$ cat config.mk
export PLATFORM = sky130hd
export DESIGN_NAME = utf8_to_utf16_transcoder
export DESIGN_NICKNAME = d
export VERILOG_FILES = /design/src/rtl/u8u16_pkg.sv /design/src/rtl/utf8_to_utf16_transcoder.sv
export SDC_FILE = /design/constraint.sdc
export NUM_CORES = 1
export LEC_CHECK = 0
export BUFFER_PORTS_ARGS = -buffer_cell sky130_fd_sc_hd__buf_4
export CORE_UTILIZATION = 65
export CTS_BUF_LIST = sky130_fd_sc_hd__clkbuf_4 sky130_fd_sc_hd__clkbuf_8
export CTS_CLUSTER_SIZE = 12
export DETAILED_ROUTE_END_ITERATION = 10
export PLACE_DENSITY = 0.95
export RECOVER_POWER = 100
export SLEW_MARGIN = 20
export SYNTH_ARGS = -nofsm -noshare
export SYNTH_HDL_FRONTEND = slang
export SYNTH_SLANG_ARGS = --single-unit
export TNS_END_PERCENT = 30
$ cat constraint.sdc
create_clock -name clk -period 5.48 [get_ports clk]
set_input_delay 1.096 -clock clk [delete_from_list [all_inputs] [get_ports clk]]
set_output_delay 1.096 -clock clk [all_outputs]
set_load 0.01 [all_outputs]
$ cat src/rtl/u8u16_pkg.sv
package u8u16_pkg;

	localparam int FIFO_DEPTH = 4;

	localparam logic [7:0]  CONT_MASK   = 8'hC0;
	localparam logic [7:0]  CONT_MARK   = 8'h80;
	localparam logic [20:0] PAIR_OFFSET = 21'h10000;
	localparam logic [15:0] HIGH_BASE   = 16'hD800;
	localparam logic [15:0] LOW_BASE    = 16'hDC00;

	typedef struct packed {
		logic [15:0] unit;
		logic        last;
	} unit_t;

endpackage

$ cat src/rtl/utf8_to_utf16_transcoder.sv
// utf-8 bytes in on the s_ side, utf-16 code units out on the m_ side. one byte is taken
// every cycle while the output buffer has room for two units; a byte passes the input
// register and is decoded from it once the buffer has that room, where the open-sequence
// state is updated and zero, one or two units enter a FIFO_DEPTH-entry output buffer, from
// which the first unit of a byte is offered. the output side moves one unit a cycle while
// m_tready is high, so a byte that closes a code point above 0xffff yields two units;
// the buffer absorbs those pairs and holds off s_tready only when it is
// nearly full. m_tlast marks the final unit that one byte produces. invalid leads and stray
// continuation bytes give nothing, a broken sequence is dropped and its breaking byte taken
// as a new lead, and s_tlast drops any sequence still open.
module utf8_to_utf16_transcoder #(
	parameter int FIFO_DEPTH = u8u16_pkg::FIFO_DEPTH
) (
	input  logic        clk,
	input  logic        arst_n,
	input  logic        s_tvalid,
	output logic        s_tready,
	input  logic [7:0]  s_tdata,   // byte_in[7:0]
	input  logic        s_tlast,   // end_of_text
	output logic        m_tvalid,
	input  logic        m_tready,
	output logic [15:0] m_tdata,   // code_unit[15:0]
	output logic        m_tlast    // last_of_run
);

	localparam int PTR_W = (FIFO_DEPTH > 2) ? $clog2(FIFO_DEPTH) : 1;
	localparam int CNT_W = $clog2(FIFO_DEPTH + 1);

	logic              valid_s1;
	logic [7:0]        byte_s1;
	logic              last_s1;

	logic [20:0]       partial_q;
	logic [1:0]        needed_q;

	u8u16_pkg::unit_t  buf_q [FIFO_DEPTH];
	logic [PTR_W-1:0]  wr_ptr_q;
	logic [PTR_W-1:0]  rd_ptr_q;
	logic [CNT_W-1:0]  cnt_q;

	logic              go;
	logic              pop;
	logic [1:0]        push_n;
	logic [20:0]       partial_d;
	logic [1:0]        needed_d;
	logic              emit;
	logic [20:0]       point;
	logic [20:0]       asm_point;
	logic [20:0]       offs;
	logic [1:0]        needed_dec;
	u8u16_pkg::unit_t  unit0;
	u8u16_pkg::unit_t  unit1;

	function automatic logic [PTR_W-1:0] ptr_inc(input logic [PTR_W-1:0] p);
		return (p == PTR_W'(FIFO_DEPTH - 1)) ? '0 : p + 1'b1;
	endfunction

	assign go       = valid_s1 && (cnt_q <= CNT_W'(FIFO_DEPTH - 2));
	assign s_tready = !valid_s1 || go;
	assign m_tvalid = cnt_q != '0;
	assign m_tdata  = buf_q[rd_ptr_q].unit;
	assign m_tlast  = buf_q[rd_ptr_q].last;
	assign pop      = m_tvalid && m_tready;

	always_comb begin
		asm_point  = {partial_q[14:0], byte_s1[5:0]};
		needed_dec = needed_q - 2'd1;
		partial_d  = '0;
		needed_d   = '0;
		emit       = 1'b0;
		point      = asm_point;
		if (needed_q != 2'd0 && (byte_s1 & u8u16_pkg::CONT_MASK) == u8u16_pkg::CONT_MARK) begin
			needed_d = needed_dec;
			if (needed_dec == 2'd0) begin
				emit = 1'b1;
			end else begin
				partial_d = asm_point;
			end
		end else if (!byte_s1[7]) begin
			emit  = 1'b1;
			point = {13'd0, byte_s1};
		end else if (byte_s1[7:5] == 3'b110) begin
			partial_d = {16'd0, byte_s1[4:0]};
			needed_d  = 2'd1;
		end else if (byte_s1[7:4] == 4'b1110) begin
			partial_d = {17'd0, byte_s1[3:0]};
			needed_d  = 2'd2;
		end else if (byte_s1[7:3] == 5'b11110) begin
			partial_d = {18'd0, byte_s1[2:0]};
			needed_d  = 2'd3;
		end
		if (last_s1) begin
			partial_d = '0;
			needed_d  = '0;
		end

		offs = point - u8u16_pkg::PAIR_OFFSET;
		unit1.unit = u8u16_pkg::LOW_BASE + {6'd0, offs[9:0]};
		unit1.last = 1'b1;
		if (point[20:16] == 5'd0) begin
			unit0.unit = point[15:0];
			unit0.last = 1'b1;
			push_n     = emit ? 2'd1 : 2'd0;
		end else begin
			unit0.unit = u8u16_pkg::HIGH_BASE + {5'd0, offs[20:10]};
			unit0.last = 1'b0;
			push_n     = emit ? 2'd2 : 2'd0;
		end
		if (!go) begin
			push_n = 2'd0;
		end
	end

	always_ff @(posedge clk or negedge arst_n) begin
		if (!arst_n) begin
			valid_s1 <= 1'b0;
		end else if (s_tready) begin
			valid_s1 <= s_tvalid;
		end
	end

	always_ff @(posedge clk) begin
		if (s_tvalid && s_tready) begin
			byte_s1 <= s_tdata;
			last_s1 <= s_tlast;
		end
	end

	always_ff @(posedge clk or negedge arst_n) begin
		if (!arst_n) begin
			partial_q <= '0;
			needed_q  <= '0;
		end else if (go) begin
			partial_q <= partial_d;
			needed_q  <= needed_d;
		end
	end

	always_ff @(posedge clk) begin
		if (push_n != 2'd0) begin
			buf_q[wr_ptr_q] <= unit0;
		end
		if (push_n == 2'd2) begin
			buf_q[ptr_inc(wr_ptr_q)] <= unit1;
		end
	end

	always_ff @(posedge clk or negedge arst_n) begin
		if (!arst_n) begin
			wr_ptr_q <= '0;
			rd_ptr_q <= '0;
			cnt_q    <= '0;
		end else begin
			if (push_n == 2'd1) begin
				wr_ptr_q <= ptr_inc(wr_ptr_q);
			end else if (push_n == 2'd2) begin
				wr_ptr_q <= ptr_inc(ptr_inc(wr_ptr_q));
			end
			if (pop) begin
				rd_ptr_q <= ptr_inc(rd_ptr_q);
			end
			cnt_q <= cnt_q + CNT_W'(push_n) - CNT_W'(pop);
		end
	end

endmodule

After elaboration in Yosys (flattened, before gate mapping)
Memories as Yosys holds them, arrays and structs flattened.
Cells that the tools add are included.
- $add $sub $neg: 9
- order comparisons: 1
- eq/ne operators: 9
- mux-type cells: 32
- reduce and logical (&&, ||, !) cells: 12
- operators with widths (operator ; count):
    $mux W15 ; 3
    $mux W21 ; 2
    $mux W2 ; 14
    $sub A21 B17 Y21 const B ; 1
    $mux W17 ; 1
    $add A15 B11 Y16 const A ; 1
    $add A15 B12 Y16 const A ; 1
    $eq A2 B2 Y1 const B ; 5
    $mux W5 ; 2
    $mux W1 ; 8
    $add A2 B1 Y2 const B ; 3
    $reduce_bool A2 Y1 ; 3
    $eq A5 B5 Y1 const B ; 1
    $logic_not A5 Y1 ; 1
    $eq A4 B4 Y1 const B ; 1
    $logic_and A1 B1 Y1 ; 4
    $mux W4 ; 1
    $add A3 B2 Y3 ; 1
    $eq A3 B3 Y1 const B ; 1
    $le A3 B2 Y1 const B ; 1
    $mux W3 ; 1
    $reduce_bool A3 Y1 ; 1
    $sub A3 B1 Y3 ; 1
    $eq A2 B1 Y1 const B ; 1
    4 further kinds ; 4
- flip-flop bits (word level): 34
- bits in writable memories: 68
- input port bits: 13
- output and inout bits: 19
- word-level logic and storage cells: 72
- memories kept: 1
- memories (name ; depth ; width ; read ports ; clocked after Yosys merged registers in ; wr ports ; line ; RTL):
    buf_q ; 4 ; 17 ; 1 ; 0 ; 2 ; utf8_to_utf16_transcoder.sv:36 ; u8u16_pkg::unit_t buf_q [FIFO_DEPTH];

Longest topological paths before layout
Gate-level depths: netlist (run 1).
- word-level depth: 10
- gate-level depth with buffers: 14
- mapped depth without buffers: 11

Worst setup path before layout (run 1)
Ideal clock, no wire load.
- path kind: register -> register
- start: register byte_s1[7]
- end: memory buf_q[0][8] in the netlist's numbering, data pin
- library setup time: 0.257 ns
- arrival time: 2.744 ns
- required time: 5.223 ns
- slack: 2.480 ns
- stages on the path, launching flop included: 15
- path buffers: 5
- clock period less this slack: 3.000 ns
- path through: edfxtp_1 > clkbuf_2 > clkbuf_1 > clkbuf_1 > nand2_1 > ha_1 > nor4b_4 > nor2_1 > buf_2 > and2_1 > ha_1 > and2_1 > buf_1 > nor2_1 > o2bb2ai_1
- RTL lines (element ; line ; RTL):
    start: declaration ; utf8_to_utf16_transcoder.sv:30 ; logic [7:0] byte_s1;
    start signal: assignment ; utf8_to_utf16_transcoder.sv:124 ; byte_s1 <= s_tdata;
    end: declaration ; utf8_to_utf16_transcoder.sv:36 ;

==> reports/results.ini, run 1 <==
[outcome]
status = complete, but fails checks
failed_checks = max-capacitance violations, max-slew violations

[grt]
grtUsageTotal_pct = 31.0
grt_start_max_net_pins = 26
overflow = 0
antenna_found_initial = 0
grt_pass1_vias = 3749
grt_pass1_wl_um = 19300

[layout]
seq_area_mm2 = 0.00266
antenna_cells = 0
nNetsFinal = 475
final_cell_mix = nand2_1 (50), edfxtp_1 (49), nor2_1 (31), dfxtp_1 (28), dfrtp_1 (25)
n_fill_cell = 490
layout_commonest_cell = nand2_1
multi_input_area_mm2 = 0.00222
utilization_pct = 73.1
drive_gt1_share_pct = 12.6
synthToLayoutAreaGrowth_pct = 6.73

[synth]
ys_ff_latch = 102
synth_cell_types = 57
synth-async-reset-ratio_pct = 24.5
netlist_area_mm2 = 0.00508
avgSynthCellArea_um2 = 11.8
synth_edf_count = 49
synth_compound_area_share_pct = 18.6
synthMuxAreaShare_pct = 8.75
synthAdderAreaFrac_pct = 4.09
synth-seq-area-share_pct = 52.4
synth-simple-area-share_pct = 12.0
synth_top_family_by_area = compound AO/OA/AOI/OAI gates
syn_nets = 461
yosys_warnings = 0
synth_xor_area_share_pct = 0.863
synthCells = 432
ys.flop_type = edfxtp_1

[setup_path]
cpPeakStageDelay_ns = 0.71
cp-end-kind = register
cp-startpoint = byte_s1[7]
worstPathRequired_ns = 5.68
worstReg2RegStart = byte_s1[7]
criticalPathCategory = reg2reg
cp_cell_sequence = nand2_1 -> ha_1 -> nor4b_4 -> nor2_1 -> nor3b_1 -> inv_1 -> ha_1 -> and2_0 -> nor2_1 -> o2bb2ai_1
crit_fanout = 24
crit_arrival_ns = 4.50
slowest_stage = edfxtp_1
crit_path_start_kind = register

[floorplan]
die_h_um = 90.4
ios = 32
die_w_um = 90.4
dieArea_mm2 = 0.00817
num_rows = 31
core_mm2 = 0.00741
initial_utilization_pct = 68.5

[detailed_routing]
wl_per_cell_um = 21.6
routed_wl_um = 11900
viasPerCell = 7.00
vias = 3852
drc = 0
first_iter_violations = 547
drt-pass1-iter-count = 7
ant_nets = 0

[sta]
skew_ns = 0.0145
rsz0062_at_grt = no
post-route-period-util_pct = 78.5
slew_violations = 11
hold_violations = 0
min_period_ns = 4.30
worst_pin_slew_ns = 1.54
fin_setup_tns_ns = 0
max_slew_margin_pct = -3.94
finalSetupViolCount = 0
max_freq_mhz = 233

[power]
p_per_area_mw_per_mm2 = 446
switchingPower_uw = 876
irDropWorstVdd_mv = 0.309
swShare_pct = 36.2
p_int_mw = 1.54
p_comb_share_pct = 33.4
pwr-share-clk_pct = 20.0
leakage_nw = 2.05
pwr-share-seq_pct = 46.6

[placed_design]
place_congestion = 0.990
dpl.hpwl_um = 8540
portBuffers = 31

[min_path]
min_path_type = reg2reg
holdCritStartpoint = buf_q[2][0]

[clock_tree]
cts_hold_buf = 0
h-tree-depth = 3
post_cts_buffers = 0
clk_pin_slew_ns = 0.11
cts_sinks = 102
cts_resized = 0
cts_max_path_buffers = 2
clock-root-buffer = clkbuf_8
cts-buffers-inserted = 9
cts_tree = built
clk_latency_ns = 0.38

[flow_run]
maxCapViolCount = 1

[sequential cells by signal (all words and copies together), names as in the netlist]
| register | flops |
|---|---|
| needed_q | 2 |
| cnt_q | 3 |
| wr_ptr_q | 2 |
| valid_s1 | 1 |
| rd_ptr_q | 2 |
| byte_s1 | 8 |
| buf_q | 68 |
| partial_q | 15 |
| last_s1 | 1 |
[synthesized netlist by cell type (all sizes together), types with 2 or more instances]
cell type,instances,area [µm²]
nor3,6,30.0
a211oi,2,15.0
o2111ai,6,77.6
edfxtp,49,1470
o221ai,14,123
nand2,50,190
and2,10,62.6
nor2b,2,12.5
clkbuf,21,80.1
mux2i,5,50.1
nand2b,6,37.5
o31a,3,26.3
a21o,6,45.0
dfxtp,28,561
buf,8,43.8
a22oi,16,120
o2bb2ai,12,105
a21oi,7,38.8
o22ai,14,87.6
nor3b,3,38.8
inv,12,45.0
nor2,31,116
ha,15,188
or3,3,23.8
o21ai,18,90.1
nand3,3,15.0
o21a,2,15.0
xnor2,4,35.0
nor4,2,27.5
dfrtp,25,626
mux4,17,383
o41ai,2,17.5
a31oi,4,25.0
a22o,15,131
[cell families after synthesis]
logic type | count (synthesis)
buffers and inverters | 41
AOI/OAI and AO/OA | 124
and+or+nand+nor | 121
adders and majority gates | 16
muxes | 23
xor gates and xnor gates | 5
DFF | 102
[worst max-delay path, delay by kind of cell, from the launching register on]
kind                       cells  cell delay (ns)
AOI/OAI and AO/OA              1             0.21
adders and majority gates      2             0.71
buffers and inverters          1             0.10
DFF                            1             0.71
and+or+nand+nor                6             2.40
[cell type report]
class / instances / area share [%]
multi-input cells: 289 / 41.0
repair buffers: 32 / 3.05
clock inverters: 7 / 1.45
clock buffers: 9 / 2.29
well taps: 99 / 2.29
inverters: 12 / 0.831
flip-flops and latches: 102 / 49.1
[final timing paths]
path,end,slack (ns),cells past startpoint
worst max-delay path,buf_q[3][8],1.18,10
worst min-delay path,buf_q[2][0],0.46,1
worst max register to register,buf_q[3][8],1.18,10
worst min register to register,buf_q[2][0],0.46,1
max in group asynchronous,partial_q[3],3.68,1
min in group asynchronous,partial_q[1],1.01,1
[layer usage]
layer | share of wire (%) | GRT usage (%) | vias up
li1 | - | - | 1678
met1 | 38 | 39.5 | 1819
met2 | 48 | 49.5 | 282
met3 | 9.2 | 6.73 | 73
met4 | 4.7 | 17.7 | 0
met5 | 0 | 0 | -
[power by group through the flow]
stage / combinational (mW) / sequential, mW / clock (mW)
2_1_floorplan: 0.684 / 1.04 / 0
3_3_place_gp: 0.839 / 1.13 / 0
3_5_place_dp: 0.879 / 1.14 / 0
4_1_cts: 0.881 / 1.12 / 0.485
5_1_grt: 0.882 / 1.14 / 0.520
6_report: 0.808 / 1.13 / 0.484
[through the flow]
| stage | worst slack [ns] | total power [mW] | instances | cell area [µm²] | hold slack (ns) |
|---|---|---|---|---|---|
| global route | 0.897 | 2.55 | 550 | 5420 | 0.481 |
| global placement | 1.85 | 1.97 | 534 | 5320 | 0.434 |
| detailed placement | 1.63 | 2.02 | 534 | 5320 | 0.441 |
| CTS | 1.61 | 2.49 | 550 | 5520 | 0.465 |
| finish | 1.18 | 2.42 | 550 | 5420 | 0.459 |
| floorplan | 2.48 | 1.73 | 432 | 5080 | 0.421 |
Note: power is estimated with default switching activity, not from simulation.
==> run 2, diff against run 1 <==
- ABC_AREA: unset -> 1
- CORE_UTILIZATION: 65 -> 57
- PLACE_DENSITY: 0.95 -> 0.89
- clock period: 5.48 -> 3.85 ns (I/O delays scaled with it)
==> reports/results.ini, run 2 <==
[outcome]
status = completed  ; was complete, but fails checks

[detailed_routing]
wl_per_cell_um = 16.4  ; was 21.6 µm
wl_met2_um = 5830  ; was 5750 µm
wl_met1_um = 5170  ; was 4480 µm
drt-pass1-iter-count = 6  ; was 7
drc = 0  ; unchanged
viasPerCell = 5.85  ; was 7.00
wl_met3_um = 1120  ; was 1090 µm
ant_nets = 0  ; unchanged
routed_wl_um = 12400  ; was 11900 µm
first_iter_violations = 593  ; was 547
top_layer = met4  ; unchanged
vias = 4415  ; was 3852

[setup_path]
cp-end-kind = register  ; unchanged
worstPathRequired_ns = 4.09  ; was 5.68 ns
crit_path_start_kind = register  ; unchanged
crit_fanout = 14  ; was 24
reg2reg_slack_ns = 0.59  ; was 1.18 ns
criticalPathCategory = reg2reg  ; unchanged
crit_arrival_ns = 3.50  ; was 4.50 ns

[floorplan]
die_w_um = 98.4  ; was 90.4 µm
initial_utilization_pct = 59.8  ; was 68.5%
core_mm2 = 0.00885  ; was 0.00741 mm²
num_rows = 34  ; was 31
dieArea_mm2 = 0.00968  ; was 0.00817 mm²
ios = 32  ; unchanged
die_h_um = 98.4  ; was 90.4 µm

[layout]
n_fill_cell = 721  ; was 490
fin_area_mm2 = 0.00561  ; was 0.00542 mm²
largest_reg_flops = 68  ; unchanged
seq_area_mm2 = 0.00266  ; unchanged
top_register = buf_q  ; unchanged
reg_top3 = buf_q (68), partial_q (15), byte_s1 (8)  ; unchanged
nNetsFinal = 671  ; was 475
synthToLayoutAreaGrowth_pct = 5.88  ; was 6.73%
multi_input_area_mm2 = 0.00225  ; was 0.00222 mm²
final-instance-count-excl-fill = 755  ; was 550
final_cell_mix = nand2_1 (229), o21ai_0 (50), nor2_1 (49), edfxtp_1 (49), inv_1 (48)  ; was nand2_1 (50), edfxtp_1 (49), nor2_1 (31), dfxtp_1 (28), dfrtp_1 (25)
antenna_cells = 0  ; unchanged
layout_commonest_cell = nand2_1  ; unchanged
drive_gt1_share_pct = 8.19  ; was 12.6%

[synth]
synth_edf_count = 49  ; unchanged
synth_cell_types = 31  ; was 57
synth_top_cells_by_count = nand2_1 (223), edfxtp_1 (49), o21ai_0 (49)  ; was edfxtp_1 (49), nand2_1 (49), nor2_1 (31)
yosys.cell_count.top_type = nand2_1
synth-seq-area-share_pct = 50.2  ; was 52.4%
synthCells = 620  ; was 432
avgSynthCellArea_um2 = 8.54  ; was 11.8 µm²
synthTopCellsByArea = edfxtp_1 (28%), nand2_1 (16%), dfrtp_1 (12%)  ; was edfxtp_1 (29%), dfrtp_1 (12%), dfxtp_1 (11%)
syn_nets = 649  ; was 461
yosys_warnings = 0  ; unchanged
synth_top_area_cell = edfxtp_1  ; unchanged
synth-async-reset-ratio_pct = 24.5  ; unchanged
netlist.area_leader.share_pct = 27.8  ; was 29.0%
ys.flop_type = edfxtp_1  ; unchanged
ys_ff_latch = 102  ; unchanged
netlist_area_mm2 = 0.00530  ; was 0.00508 mm²

[clock_tree]
cts_hold_buf = 0  ; unchanged
cts_tree = built  ; unchanged
cts_sinks = 102  ; unchanged
post_cts_buffers = 0  ; unchanged
clock-root-buffer = clkbuf_8  ; unchanged
cts-buffers-inserted = 9  ; unchanged
h-tree-depth = 3  ; unchanged
clk_pin_slew_ns = 0.10  ; was 0.11 ns
cts_max_path_buffers = 2  ; unchanged
cts_resized = 0  ; unchanged
clk_latency_ns = 0.37  ; was 0.38 ns

[sta]
finalSetupViolCount = 0  ; unchanged
holdWs_ns = 0.476  ; was 0.459 ns
hold_violations = 0  ; unchanged
post-route-period-util_pct = 84.6  ; was 78.5%
skew_ns = 0.0174  ; was 0.0145 ns
rsz0062_at_grt = no  ; unchanged
timing.final.ws_setup_ns = 0.595  ; was 1.18 ns
max_slew_margin_pct = 10.8  ; was -3.94%
min_period_ns = 3.26  ; was 4.30 ns
max_freq_mhz = 307  ; was 233 MHz
slew_violations = 0  ; was 11
worst_pin_slew_ns = 1.34  ; was 1.54 ns
fin_setup_tns_ns = 0  ; unchanged

[min_path]
min_path_type = reg2reg  ; unchanged

[placed_design]
dpl_cell_area_mm2 = 0.00552  ; was 0.00532 mm²
portBuffers = 31  ; unchanged
dpl_worst_slack_ns = 0.757  ; was 1.63 ns
dpl.hpwl_um = 8660  ; was 8540 µm
dp.cells = 739  ; was 534
place_congestion = 0.900  ; was 0.990

[grt]
overflow = 0  ; unchanged
grt_pass1_vias = 4090  ; was 3749
antenna_found_initial = 0  ; unchanged
grt_start_max_net_pins = 37  ; was 26
grtUsageTotal_pct = 26.7  ; was 31.0%
grt_pass1_wl_um = 20200  ; was 19300 µm

[power]
irDropWorstVdd_mv = 0.446  ; was 0.309 mV
p_per_area_mw_per_mm2 = 628  ; was 446 mW/mm²
leakage_nw = 2.56  ; was 2.05 nW

[flow_run]
maxCapViolCount = 0  ; was 1

==> run 2: cell types whose count changed in the layout (fill, tap and decap cells not counted), moves of 12 or more <==
cell       change
nand2_1      +179
nand3_1       +37
nor2_1        +18
o21ai_0       +32
inv_1         +37
a22oi_1       -16
o22ai_1       +12
a22o_1        -15
o2bb2ai_1     -12
mux4_2        -17
o221ai_1      -14
==> run 2: through the flow <==
step	power, mW	util (%)
2_1_floorplan	2.47	-
3_3_place_gp	2.89	62.3
3_5_place_dp	2.96	62.3
4_1_cts	3.63	64.5
5_1_grt	3.71	63.4
6_report	3.52	63.4
==> run 2: area by class of cell <==
type	count	area share, %
Timing Repair Buffer	33	3.08
Tap cell	108	2.41
Inverter	51	3.46
Multi-Input combinational cell	445	40.2
Clock inverter	7	1.25
Clock buffer	9	2.21
Sequential cell	102	47.4
==> run 2: worst paths after layout <==
kind / startpoint / cells past startpoint / end
worst max-delay path: byte_s1[7] / 11 / buf_q[3][10]
worst min-delay path: buf_q[1][11] / 2 / buf_q[1][11]
worst max register to register: byte_s1[7] / 11 / buf_q[3][10]
worst min register to register: buf_q[1][11] / 2 / buf_q[1][11]
max in group asynchronous: arst_n / 1 / partial_q[6]
min in group asynchronous: arst_n / 1 / cnt_q[2]
==> run 2: cells by family after synthesis <==
| family | synth area share, % |
|---|---|
| flops | 50.2 |
| fa+ha+maj | 3.92 |
| compound gates | 9.90 |
| xor+xnor | 0.827 |
| buf+inv | 6.73 |
| simple gates | 28.4 |
==> run 2: per-layer routing <==
| layer | up-vias | GRT usage (%) |
|---|---|---|
| met2 | 250 | 43.0 |
| met4 | 0 | 9.07 |
| li1 | 2076 | - |
| met5 | - | 0 |
| met3 | 30 | 4.65 |
| met1 | 2059 | 36.9 |
==> run 2: power breakdown <==
| part | switching (mW) | total, mW | internal [mW] |
|---|---|---|---|
| logic | 0.938 | 1.35 | 0.412 |
| clock network | 0.385 | 0.686 | 0.301 |
| registers | 0.152 | 1.48 | 1.33 |
| total | 1.48 | 3.52 | 2.05 |
==> run 2: critical path, stage by stage (launching register included) <==
cell and delay (ns):
edfxtp_1 0.60, nand2_1 0.21, ha_1 0.28, nand4_4 0.27, nor2_4 0.28, inv_1 0.07, ha_1 0.24, nand2_1 0.30
inv_1 0.32, nor2_4 0.37, nand2_1 0.11, nand2_1 0.08
